`src/rtl/tgc_pkg.sv`:
```
// Shared types and constants of the touch gesture classifier.
`timescale 1ns / 1ps

package tgc_pkg;

  localparam int CoordBits  = 16;
  localparam int FieldW     = 16;
  localparam int MaxResults = 5;
  localparam int CntW       = 3;
  localparam logic [FieldW-1:0] ThreshReset = 16'd5;

  typedef enum logic [2:0] {
    ST_IDLE      = 3'd0,
    ST_PRESS     = 3'd1,
    ST_HOLD      = 3'd2,
    ST_LONG      = 3'd3,
    ST_MOVE      = 3'd4,
    ST_MOVE_LONG = 3'd5
  } tgc_state_e;

  typedef enum logic [2:0] {
    EV_DOWN        = 3'd0,
    EV_UP          = 3'd1,
    EV_LT_HOLD     = 3'd2,
    EV_MOVE        = 3'd3,
    EV_LONGTAP     = 3'd4,
    EV_REPEAT      = 3'd5,
    EV_REPEAT_HOLD = 3'd6,
    EV_OTHER       = 3'd7
  } tgc_event_e;

  typedef enum logic [3:0] {
    ACT_PRESS       = 4'd0,
    ACT_REFRESH     = 4'd1,
    ACT_SINGLE      = 4'd2,
    ACT_LONG        = 4'd3,
    ACT_LONG_REL    = 4'd4,
    ACT_MOVE_RIGHT  = 4'd5,
    ACT_MOVE_LEFT   = 4'd6,
    ACT_MOVE_DOWN   = 4'd7,
    ACT_MOVE_UP     = 4'd8,
    ACT_LMOVE_RIGHT = 4'd9,
    ACT_LMOVE_LEFT  = 4'd10,
    ACT_LMOVE_DOWN  = 4'd11,
    ACT_LMOVE_UP    = 4'd12,
    ACT_MOVE_REL    = 4'd13,
    ACT_HANG_END    = 4'd14,
    ACT_FLAT_END    = 4'd15
  } tgc_action_e;

  typedef enum logic [2:0] {
    DIR_NONE  = 3'd0,
    DIR_UP    = 3'd1,
    DIR_DOWN  = 3'd2,
    DIR_LEFT  = 3'd3,
    DIR_RIGHT = 3'd4
  } tgc_dir_e;

  typedef struct packed {
    tgc_action_e       action;
    logic [FieldW-1:0] x;
    logic [FieldW-1:0] y;
    logic              last;
  } tgc_result_t;

  typedef struct packed {
    tgc_result_t [MaxResults-1:0] ent;
    logic [CntW-1:0]              cnt;
  } tgc_batch_t;

endpackage

```
`src/rtl/tgc_core.sv`:
```
// Gesture state machine: holds gesture state and builds the result list of one event.
`timescale 1ns / 1ps

module tgc_core #(
  parameter int COORD_BITS = tgc_pkg::CoordBits
) (
  input  logic                        clk_i,
  input  logic                        rst_ni,
  input  logic                        accept_i,
  input  tgc_pkg::tgc_event_e         event_i,
  input  logic [tgc_pkg::FieldW-1:0]  x_i,
  input  logic [tgc_pkg::FieldW-1:0]  y_i,
  input  logic [tgc_pkg::FieldW-1:0]  thresh_i,
  output tgc_pkg::tgc_batch_t         batch_o
);
  import tgc_pkg::*;

  localparam logic [COORD_BITS-1:0] PrevReset = {{(COORD_BITS-1){1'b1}}, 1'b0};

  tgc_state_e            state_q, state_d;
  logic [COORD_BITS-1:0] start_x_q, start_x_d, start_y_q, start_y_d;
  logic [COORD_BITS-1:0] prev_x_q, prev_x_d, prev_y_q, prev_y_d;

  logic [COORD_BITS-1:0] xc, yc, dpx, dpy, dsx, dsy;
  logic [FieldW-1:0]     x16, y16;
  logic                  move_kind, moved, horiz;

  function automatic tgc_result_t mk(tgc_action_e act, logic [FieldW-1:0] x,
                                     logic [FieldW-1:0] y);
    tgc_result_t r;
    r.action = act;
    r.x      = x;
    r.y      = y;
    r.last   = 1'b0;
    return r;
  endfunction

  assign xc  = x_i[COORD_BITS-1:0];
  assign yc  = y_i[COORD_BITS-1:0];
  assign x16 = FieldW'(xc);
  assign y16 = FieldW'(yc);

  assign dpx = (prev_x_q > xc) ? prev_x_q - xc : xc - prev_x_q;
  assign dpy = (prev_y_q > yc) ? prev_y_q - yc : yc - prev_y_q;
  assign dsx = (start_x_q > xc) ? start_x_q - xc : xc - start_x_q;
  assign dsy = (start_y_q > yc) ? start_y_q - yc : yc - start_y_q;

  always_comb begin
    case (event_i)
      EV_MOVE, EV_LONGTAP, EV_REPEAT, EV_REPEAT_HOLD: move_kind = 1'b1;
      default: move_kind = 1'b0;
    endcase
  end

  assign moved = move_kind && ((FieldW'(dpx) > thresh_i) || (FieldW'(dpy) > thresh_i));
  assign horiz = dsx > dsy;

  // Next state
  always_comb begin
    state_d   = state_q;
    start_x_d = start_x_q;
    start_y_d = start_y_q;
    prev_x_d  = prev_x_q;
    prev_y_d  = prev_y_q;
    case (state_q)
      ST_IDLE: begin
        if (event_i == EV_DOWN) state_d = ST_PRESS;
      end
      ST_PRESS: begin
        if (event_i == EV_UP) state_d = ST_IDLE;
        else if (event_i == EV_LT_HOLD) state_d = ST_HOLD;
        else if (event_i == EV_MOVE) state_d = ST_MOVE;
      end
      ST_HOLD: begin
        if (event_i == EV_UP) begin
          state_d = ST_IDLE;
        end else if (event_i == EV_MOVE) begin
          state_d   = ST_MOVE;
          start_x_d = xc;
          start_y_d = yc;
          prev_x_d  = xc;
          prev_y_d  = yc;
        end else if (event_i == EV_REPEAT) begin
          state_d = ST_LONG;
        end
      end
      ST_LONG: begin
        if (event_i == EV_UP) begin
          state_d = ST_IDLE;
        end else if (event_i == EV_MOVE) begin
          state_d   = ST_MOVE_LONG;
          start_x_d = xc;
          start_y_d = yc;
          prev_x_d  = xc;
          prev_y_d  = yc;
        end
      end
      ST_MOVE, ST_MOVE_LONG: begin
        if (moved) begin
          prev_x_d = xc;
          prev_y_d = yc;
        end else if (event_i == EV_UP) begin
          state_d = ST_IDLE;
        end
      end
      default: begin
        state_d = state_q;
      end
    endcase
  end

  // Result list
  always_comb begin
    logic [CntW-1:0] n;
    tgc_dir_e        dir;
    n       = '0;
    dir     = DIR_NONE;
    batch_o = '0;
    case (state_q)
      ST_IDLE: begin
        if (event_i == EV_DOWN) begin
          batch_o.ent[n] = mk(ACT_PRESS, x16, y16);
          n = n + CntW'(1);
        end
      end
      ST_PRESS: begin
        if (event_i == EV_MOVE) begin
          batch_o.ent[n] = mk(ACT_REFRESH, x16, y16);
          n = n + CntW'(1);
        end
      end
      ST_HOLD: begin
        if (event_i == EV_UP) begin
          batch_o.ent[n] = mk(ACT_SINGLE, x16, y16);
          n = n + CntW'(1);
        end else if (event_i == EV_MOVE) begin
          batch_o.ent[n] = mk(ACT_REFRESH, x16, y16);
          n = n + CntW'(1);
        end else if (event_i == EV_REPEAT) begin
          batch_o.ent[n] = mk(ACT_LONG, x16, y16);
          n = n + CntW'(1);
        end
      end
      ST_LONG: begin
        if (event_i == EV_UP) begin
          batch_o.ent[n] = mk(ACT_LONG_REL, x16, y16);
          n = n + CntW'(1);
        end else if (event_i == EV_MOVE) begin
          batch_o.ent[n] = mk(ACT_REFRESH, x16, y16);
          n = n + CntW'(1);
        end
      end
      ST_MOVE: begin
        if (moved) begin
          batch_o.ent[n] = mk(ACT_REFRESH, x16, y16);
          n = n + CntW'(1);
        end else if (event_i == EV_UP) begin
          if (horiz) begin
            if (xc < start_x_q) begin
              batch_o.ent[n] = mk(ACT_MOVE_RIGHT, x16, y16);
              dir = DIR_RIGHT;
            end else begin
              batch_o.ent[n] = mk(ACT_MOVE_LEFT, x16, y16);
              dir = DIR_LEFT;
            end
          end else begin
            if (yc < start_y_q) begin
              batch_o.ent[n] = mk(ACT_MOVE_DOWN, x16, y16);
              dir = DIR_DOWN;
            end else begin
              batch_o.ent[n] = mk(ACT_MOVE_UP, x16, y16);
              dir = DIR_UP;
            end
          end
          n = n + CntW'(1);
          batch_o.ent[n] = mk(ACT_REFRESH, x16, y16);
          n = n + CntW'(1);
          batch_o.ent[n] = mk(ACT_MOVE_REL, x16, y16);
          n = n + CntW'(1);
        end
      end
      ST_MOVE_LONG: begin
        if (moved) begin
          batch_o.ent[n] = mk(ACT_REFRESH, x16, y16);
          n = n + CntW'(1);
        end else if (event_i == EV_UP) begin
          batch_o.ent[n] = mk(ACT_MOVE_REL, x16, y16);
          n = n + CntW'(1);
          // Long move: down when y grew, opposite sense of the short move
          if (horiz) begin
            if (xc < start_x_q) batch_o.ent[n] = mk(ACT_LMOVE_RIGHT, x16, y16);
            else batch_o.ent[n] = mk(ACT_LMOVE_LEFT, x16, y16);
          end else begin
            if (yc > start_y_q) batch_o.ent[n] = mk(ACT_LMOVE_DOWN, x16, y16);
            else batch_o.ent[n] = mk(ACT_LMOVE_UP, x16, y16);
          end
          n = n + CntW'(1);
        end
      end
      default: begin
        n = '0;
      end
    endcase
    if (event_i == EV_UP) begin
      if (dir != DIR_NONE) begin
        batch_o.ent[n] = mk(ACT_HANG_END, FieldW'(dir), y16);
        n = n + CntW'(1);
      end
      batch_o.ent[n] = mk(ACT_FLAT_END, x16, y16);
      n = n + CntW'(1);
    end
    if (n != '0) batch_o.ent[n - CntW'(1)].last = 1'b1;
    batch_o.cnt = n;
  end

  always_ff @(posedge clk_i or negedge rst_ni) begin
    if (!rst_ni) begin
      state_q   <= ST_IDLE;
      start_x_q <= '0;
      start_y_q <= '0;
      prev_x_q  <= PrevReset;
      prev_y_q  <= PrevReset;
    end else if (accept_i) begin
      state_q   <= state_d;
      start_x_q <= start_x_d;
      start_y_q <= start_y_d;
      prev_x_q  <= prev_x_d;
      prev_y_q  <= prev_y_d;
    end
  end

`ifndef NO_ASSERTIONS
  a_up_idle : assert property (@(posedge clk_i) disable iff (!rst_ni)
    (accept_i && event_i == EV_UP) |=> (state_q == ST_IDLE))
    else $error("gesture state not idle after up");
  a_up_result : assert property (@(posedge clk_i) disable iff (!rst_ni)
    (event_i == EV_UP) |-> (batch_o.cnt != '0 &&
      batch_o.ent[batch_o.cnt - CntW'(1)].action == ACT_FLAT_END))
    else $error("up event without closing flatten end");
  a_state_range : assert property (@(posedge clk_i) disable iff (!rst_ni)
    state_q <= ST_MOVE_LONG)
    else $error("gesture state left the defined range");
`endif

endmodule

```
`src/rtl/touch_gesture_classifier.sv`:
```
// Top level of the touch gesture classifier: config register, result queue, output register.
`timescale 1ns / 1ps

// Usage:
//   Input channel (in_valid_i / in_stall_o) carries one raw touch event with
//   its x,y coordinate. Output channel (out_valid_o / out_stall_i) carries one
//   gesture action per item; last_o marks the final action of an event.
//   Config channel (cfg_valid_i / cfg_ready_o) writes the move step threshold;
//   it is always ready and should only be written while the block is idle.
// Output: an accepted event's actions go into the result queue, then one at
//   a time into the output register, one per cycle while out_stall_i is low.
// Throughput: a new event is taken only while the queue is empty or hands
//   over its last action, so an event with several actions (up to 5, for a
//   short-move release) holds off the next one while the queue drains into
//   the output register, one action per cycle while out_stall_i is low.
//   Events that produce no action are taken every cycle while the queue is empty.
// Reset: gesture state returns to idle, start point to zero, the last
//   reported point to all ones but the LSB, threshold to 5, queue empty.
// Stall: while out_stall_i is high the output register holds; the queue
//   behind it holds and in_stall_o rises once the queue cannot empty.
module touch_gesture_classifier #(
  parameter int COORD_BITS = tgc_pkg::CoordBits
) (
  input  logic                       clk_i,
  input  logic                       rst_ni,
  // config write
  input  logic                       cfg_valid_i,
  output logic                       cfg_ready_o,
  input  logic [tgc_pkg::FieldW-1:0] cfg_data_i,
  // event input
  input  logic                       in_valid_i,
  output logic                       in_stall_o,
  input  logic [2:0]                 touch_event_i,
  input  logic [tgc_pkg::FieldW-1:0] touch_x_i,
  input  logic [tgc_pkg::FieldW-1:0] touch_y_i,
  // action output
  output logic                       out_valid_o,
  input  logic                       out_stall_i,
  output logic [3:0]                 action_o,
  output logic [tgc_pkg::FieldW-1:0] out_x_o,
  output logic [tgc_pkg::FieldW-1:0] out_y_o,
  output logic                       last_o
);
  import tgc_pkg::*;

  logic [FieldW-1:0] thresh_q;

  tgc_batch_t                   batch;
  tgc_result_t [MaxResults-1:0] pend_q, pend_d;
  logic [CntW-1:0]              pend_cnt_q, pend_cnt_d;
  tgc_result_t                  out_q;
  logic                         out_valid_q, out_valid_d;
  logic                         in_acc, pop;

  // Threshold register: always ready
  assign cfg_ready_o = 1'b1;

  always_ff @(posedge clk_i or negedge rst_ni) begin
    if (!rst_ni) begin
      thresh_q <= ThreshReset;
    end else if (cfg_valid_i) begin
      thresh_q <= cfg_data_i;
    end
  end

  // Advance the queue head whenever the output register is free or being taken
  assign pop        = (pend_cnt_q != '0) && (!out_valid_q || !out_stall_i);
  assign in_stall_o = !((pend_cnt_q == '0) || ((pend_cnt_q == CntW'(1)) && pop));
  assign in_acc     = in_valid_i && !in_stall_o;

  tgc_core #(
    .COORD_BITS(COORD_BITS)
  ) u_core (
    .clk_i   (clk_i),
    .rst_ni  (rst_ni),
    .accept_i(in_acc),
    .event_i (tgc_event_e'(touch_event_i)),
    .x_i     (touch_x_i),
    .y_i     (touch_y_i),
    .thresh_i(thresh_q),
    .batch_o (batch)
  );

  // Result queue: load a fresh list on accept, else shift out the head
  always_comb begin
    pend_d     = pend_q;
    pend_cnt_d = pend_cnt_q;
    if (in_acc) begin
      pend_d     = batch.ent;
      pend_cnt_d = batch.cnt;
    end else if (pop) begin
      for (int i = 0; i < MaxResults - 1; i++) begin
        pend_d[i] = pend_q[i+1];
      end
      pend_cnt_d = pend_cnt_q - CntW'(1);
    end
  end

  always_comb begin
    out_valid_d = out_valid_q;
    if (pop) out_valid_d = 1'b1;
    else if (!out_stall_i) out_valid_d = 1'b0;
  end

  always_ff @(posedge clk_i or negedge rst_ni) begin
    if (!rst_ni) begin
      pend_cnt_q  <= '0;
      out_valid_q <= 1'b0;
    end else begin
      pend_cnt_q  <= pend_cnt_d;
      out_valid_q <= out_valid_d;
    end
  end

  always_ff @(posedge clk_i) begin
    pend_q <= pend_d;
    if (pop) out_q <= pend_q[0];
  end

  assign out_valid_o = out_valid_q;
  assign action_o    = out_q.action;
  assign out_x_o     = out_q.x;
  assign out_y_o     = out_q.y;
  assign last_o      = out_q.last;

`ifndef NO_ASSERTIONS
  a_cnt_bound : assert property (@(posedge clk_i) disable iff (!rst_ni)
    pend_cnt_q <= CntW'(MaxResults))
    else $error("result queue overfilled");
  a_single_last : assert property (@(posedge clk_i) disable iff (!rst_ni)
    (pend_cnt_q == CntW'(1)) |-> pend_q[0].last)
    else $error("queue tail lacks last mark");
  a_head_not_last : assert property (@(posedge clk_i) disable iff (!rst_ni)
    (pend_cnt_q > CntW'(1)) |-> !pend_q[0].last)
    else $error("last mark ahead of queued items");
  a_flat_last : assert property (@(posedge clk_i) disable iff (!rst_ni)
    (out_valid_q && out_q.action == ACT_FLAT_END) |-> out_q.last)
    else $error("flatten end not marked last");
`endif

endmodule

```
`config.mk`:
```
export PLATFORM = sky130hd
export DESIGN_NAME = touch_gesture_classifier
export DESIGN_NICKNAME = d
export VERILOG_FILES = /design/src/rtl/tgc_pkg.sv /design/src/rtl/tgc_core.sv /design/src/rtl/touch_gesture_classifier.sv
export SDC_FILE = /design/constraint.sdc
export NUM_CORES = 1
export LEC_CHECK = 0
export ABC_AREA = 0
export BUFFER_PORTS_ARGS = -buffer_cell sky130_fd_sc_hd__buf_2
export CAP_MARGIN = 20
export CORE_ASPECT_RATIO = 1.5
export CORE_MARGIN = 3
export CORE_UTILIZATION = 49
export DETAILED_ROUTE_END_ITERATION = 10
export PLACE_DENSITY_LB_ADDON = 0.1
export RECOVER_POWER = 100
export SYNTH_ARGS = -nofsm -noshare
export SYNTH_HDL_FRONTEND = slang
export SYNTH_HIERARCHICAL = 1
export SYNTH_SLANG_ARGS = --single-unit
```
`constraint.sdc`:
```
create_clock -name clk_i -period 13.73 [get_ports clk_i]
set_clock_uncertainty 0.05 [all_clocks]
set_input_delay 2.0595 -clock clk_i [delete_from_list [all_inputs] [get_ports clk_i]]
set_output_delay 2.0595 -clock clk_i [all_outputs]
set_load 0.05 [all_outputs]
```
---- Yosys cells after proc, flatten, opt, wreduce, memory -nomap -nowiden ----
Cells that the tools add are included.
operators by class
  $add $sub $neg .......................... 12
  multipliers ............................. 0
  divide/modulo/power cells ............... 0
  order comparisons ....................... 16
  eq/ne operators ......................... 22
  shift operators ......................... 0
  muxes and demuxes ....................... 85
  bitwise gates (word level) .............. 1
  reductions and logical operators ........ 28
operators by type and width
  operator              count
  $mux W185             4
  $bwmux W185           3
  $mux W37              12
  $demux W37 S3         3
  $mux W148             2
  $pmux W37 S6          1
  $mux W16              10
  $mux W74              2
  $gt A16 B16 Y1        8
  $sub A16 B16 Y16      8
  $mux W111             1
  $mux W35              3
  $mux W3               26
  $pmux W37 S2          1
  $pmux W16 S2          2
  $mux W36              1
  $mux W34              1
  $mux W33              1
  $lt A16 B16 Y1        2
  $pmux W3 S6           1
  $eq A3 B3 Y1 const B  5
  $pmux W3 S5           1
  $eq A3 B2 Y1 const B  4
  $lt A3 B4 Y1 const B  3
  other kinds (23)      59
storage, ports and cells
  flip-flop bits (word level) ............. 309
  bits in latches ......................... 0
  RAM bits ................................ 0
  ROM bits ................................ 0
  input port bits ......................... 56
  output and inout bits ................... 40
  word-level logic and storage cells ...... 196
  memories kept ........................... 0

---- Longest topological paths before layout ----
  depth in word-level cells ............... 20
  gate-level depth with buffers ........... 34
  gate-level depth less buffers ........... 31

---- Modules after synthesis ----
Netlist, hierarchy kept.
modules (own cells, without submodules)
  module                    instances  cells each  area an instance (um^2)  seq. area each (um^2)
  tgc_core                  1          1517        11502.3                  1714.1
  touch_gesture_classifier  1          457         9624.2                   7169.4

---- Worst setup path before layout ----
Ideal clock, no wire load.
  path type ............................... input -> register
  start ................................... input port out_stall_i
  end ..................................... register pend_q[0] in the netlist's numbering, enable pin
  library setup time ...................... 0.860 ns
  arrival ................................. 12.595 ns
  data required time ...................... 12.820 ns
  setup slack ............................. 0.225 ns
  stages on the path ...................... 2
  buffers on the path ..................... 0
  path through ............................ and2_1 > o21ai_0
on the way
  longest elaborated chain between the ends .. 7
RTL lines
  what                            RTL line                         text
  from (decl)                     touch_gesture_classifier.sv:38   input logic out_stall_i,
  $logic_not A1 Y1 *              --
  $logic_or A1 B1 Y1 *            touch_gesture_classifier.sv:67   assign pop = (pend_cnt_q != '0) && (!out_valid_q || !out_stall_i);
  $logic_and A1 B1 Y1 *           touch_gesture_classifier.sv:67
  $logic_and A1 B1 Y1             touch_gesture_classifier.sv:68   assign in_stall_o = !((pend_cnt_q == '0) || ((pend_cnt_q == CntW'(1)) && pop));
  $logic_or A1 B1 Y1              touch_gesture_classifier.sv:68
  $logic_and A1 B1 Y1             touch_gesture_classifier.sv:69   assign in_acc = in_valid_i && !in_stall_o;
  $reduce_bool A2 Y1 (no line) *  --
  to (signal assigned)            touch_gesture_classifier.sv:116  pend_q <= pend_d;
  to (decl)                       touch_gesture_classifier.sv:49   tgc_result_t [MaxResults-1:0] pend_q, pend_d;
Mark *: on every way between the ends. The rest lies on a longest branch, timed or not.
A chain may end at the register's enable or synchronous reset.

==> flow_summary.toml <==
[drt]
wl_per_cell_um = 22.2
drt_iter0_markers = 999
firstDrtPassIters = 5
drc = 0
detail-route-antenna-nets = 0
via_per_inst = 5.82
vias = 15174
routed_wl_mm = 58.0

[place]
dp_hpwl_mm = 42.7
io_buffer_count = 94
gp_congestion = 0.955
post-place-ws_ps = 3780

[setup_path]
crit_slowest_cell = "clkbuf_1"
slowest_delay_ps = 1590
startpoint_type = "input port"
crit_arrival_ps = 10980
path_class = "in -> reg"
r2r_cells = 26
crit_required_ps = 13950
critPathMaxFanout = 37
endpoint_kind = "flip-flop"

[power_and_ir_drop]
combPwrFrac_pct = 47.9
p_int_mw = 3.10
ir_worst_vdd_uv = 122
power_frac_seq_pct = 33.8
leakagePower_nw = 9.99
swShare_pct = 40.0
switching_power_mw = 2.07
power_density_mw_per_mm2 = 228
pwr-share-clk_pct = 18.3

[run_status]
violations = "max-capacitance violations, max-slew violations"
status = "finished with violations"

[clock_network]
ctsHoldBuffers = 0
clock_latency_ps = 530
cts_tree = "yes"
post-cts-setup-buffers = 0
cts_root_buffer = "clkbuf_16"
clock_sinks = 309
post_cts_resized = 0
clock_path_buffers = 3
clk_pin_slew_ps = 60
htree_levels = 2
cts_made_buffers = 35

[sta]
drv_slew = 659
slew_headroom_pct = -175
worst_slack_ps = 2980
setup-tns-final_ps = 0
final-setup-viol-count = 0
fin_crit_sh_pct = 78.3
worstMarginPinSlew_ps = 4120
maxClockFrequency_mhz = 93.0
hold_viol = 0
min_period_ps = 10750
rsz0062_at_grt = "false"

[floorplanning]
start_util_pct = 49.9
placementRows = 92
pin_count = 96
die_area_mm2 = 0.0457
die_h_um = 260
dieWidth_um = 176
coreArea_mm2 = 0.0424

[cells_and_area]
seq_area_mm2 = 0.00888
fillers = 3950
area_growth_pct = 7.31
multi_input_area_mm2 = 0.0108
fin_nets = 2264
drive_above_1_share_pct = 14.2

[flow_run]
maxCapViolations = 15

[grt]
grt_util_all_layers_pct = 25.1
grt_pass1_vias = 15473
grt_pass1_wl_mm = 89.1
grt_overflow_total = 0
grt_max_degree = 76
antenna_found_initial = 3

[min_path]
hold_path_class = "reg -> reg"
hold_depth = 0

[synthesis]
synth_compound_area_share_pct = 13.9
synthMuxAreaShare_pct = 13.5
synth_area_per_cell_um2 = 10.7
synthCells = 1974
async_flop_share_pct = 28.2
synth.ff_latch_count = 309
ys_seq_area_share_pct = 42.0
synth_xor_area_share_pct = 2.32
synth_cell_types = 91
yosysWarnings = 6
yosys.area_share.adder_pct = 11.7
synth-simple-area-share_pct = 10.7
synth_top_flop_cell = "edfxtp_1"
syn_area_mm2 = 0.0211
synth_top_family_by_area = "compound AO/OA/AOI/OAI gates"
synth-edff-count = 222
==> sequential cells by signal, indices dropped and copies added (netlist names) <==
register	count
u_core/start_x_q	16
out_x_o	16
u_core/start_y_q	16
pend_cnt_q	3
u_core/prev_y_q	16
action_o	4
u_core/prev_x_q	16
out_y_o	16
thresh_q	16
last_o	1
u_core/state_q	3
out_valid_o	1
pend_q	185
==> layer usage <==
metal / global-route usage, % / vias to the layer above / part of all wire, %
li1: - / 7207 / -
met1: 29.5 / 7416 / 39
met2: 45.0 / 411 / 51
met3: 2.40 / 138 / 3.4
met4: 13.3 / 2 / 6.0
met5: 0 / - / 0.022
==> stage by stage <==
| stage | cells | hold slack [ps] | utilization (%) | cell area [um2] | total power, mW |
|---|---|---|---|---|---|
| 2_1_floorplan | 1987 | 350 | - | 21200 | 3.76 |
| 3_3_place_gp | 2539 | 351 | 51.6 | 21900 | 4.28 |
| 3_5_place_dp | 2541 | 355 | 51.7 | 21900 | 4.31 |
| 4_1_cts | 2603 | 369 | 54.4 | 23100 | 5.28 |
| 5_1_grt | 2606 | 376 | 53.5 | 22700 | 5.52 |
| 6_report | 2607 | 363 | 53.5 | 22700 | 5.17 |
==> synth_stat cells (5+ instances only) <==
master    count  area (um2)
xnor2_1      27         236
ha_1        184        2300
a21o_1       81         608
buf_1         9        33.8
and4_1        7        61.3
o211ai_1      8        60.1
nand3_1      21         105
dfstp_2      32         841
o21bai_1     11        82.6
o22ai_1       6        37.5
nand2b_1     14        87.6
fa_1          8         160
nor2b_1      15        93.8
o31ai_1       5        37.5
xor2_1       29         254
mux2i_1      56         561
and2_1       25         156
buf_6         9         101
o21ai_0      84         420
or3_1        10        62.6
a21oi_1     137         686
nor4_1        5        31.3
buf_4        27         203
nand2_1     101         379
and3_1        8        50.1
nand4_1      26         163
dfrtp_1      55        1380
o41ai_1       5        43.8
edfxtp_1    222        6670
nor3_1       67         335
inv_1       149         559
mux2_2      112        1260
a31oi_1      15        93.8
a221oi_1      7        61.3
a22o_1        8        70.1
mux2_4       67        1010
or2_2         5        31.3
a211oi_1     16         120
clkbuf_1     50         188
buf_2        28         140
o21ai_1       9        45.0
o21a_1       12        90.1
nor2_1      116         435
==> final cells by class <==
class | count | area share (%)
clock buffer | 47 | 4.28
antenna | 2 | 0.0221
timing repair buffer | 115 | 2.34
inverter | 151 | 2.50
tap | 564 | 3.11
sequential | 309 | 39.2
clock inverter | 15 | 0.762
multi-input combinational | 1404 | 47.8
==> path summary, 6_finish.rpt <==
kind	start	endpoint	slack, ps
max in group asynchronous	rst_ni	u_core/start_x_q[1]$_DFFE_PN0P_	7630
setup / recovery	touch_y_i[9]	pend_q[36]$_DFFE_PP_	2980
setup reg to reg	u_core/prev_y_q[9]$_DFFE_PN1P_	pend_q[36]$_DFFE_PP_	4590
hold reg to reg	pend_q[35]$_DFFE_PP_	action_o[2]$_DFFE_PP_	360
hold / removal	pend_q[35]$_DFFE_PP_	action_o[2]$_DFFE_PP_	360
min in group asynchronous	rst_ni	thresh_q[8]$_DFFE_PN0P_	2460
==> critical path, delay by kind of cell <==
| family | cells | cell delay (ps) |
|---|---|---|
| AO/OA/AOI/OAI | 11 | 2810 |
| AND/OR/NAND/NOR | 6 | 2030 |
| buffers and inverters | 5 | 2100 |
| adder cells (fa/ha/maj) | 3 | 1190 |
| multiplexers | 2 | 500 |
| XOR/XNOR | 1 | 220 |
==> cells in the final DEF (no fill, tap or decap), types with 68 or more instances in the layout <==
cell      netlist  final
a21oi_1       137    137
edfxtp_1      222    222
mux2_2        112    108
o21ai_0        84     85
nand2_1       101    101
a21o_1         81     81
nor2_1        116    116
ha_1          184    184
mux2_1          3     68
inv_1         149    150
==> power by group through the flow <==
stage / Sequential [mW] / Combinational, mW / Clock [mW]
after floorplan: 1.98 / 1.78 / 0
after global placement: 1.73 / 2.55 / 0
after detailed placement: 1.74 / 2.57 / 0
after CTS: 1.72 / 2.59 / 0.969
after global routing: 1.79 / 2.72 / 1.00
final: 1.75 / 2.47 / 0.944
==> cells by family after synthesis <==
family                     after synthesis
other                                    2
AOI/OAI and AO/OA                      456
and+or+nand+nor                        447
adders and majority gates              192
buffers and inverters                  274
xor gates and xnor gates                56
muxes                                  238
DFF                                    309
Power figures use the tool's default switching activity.
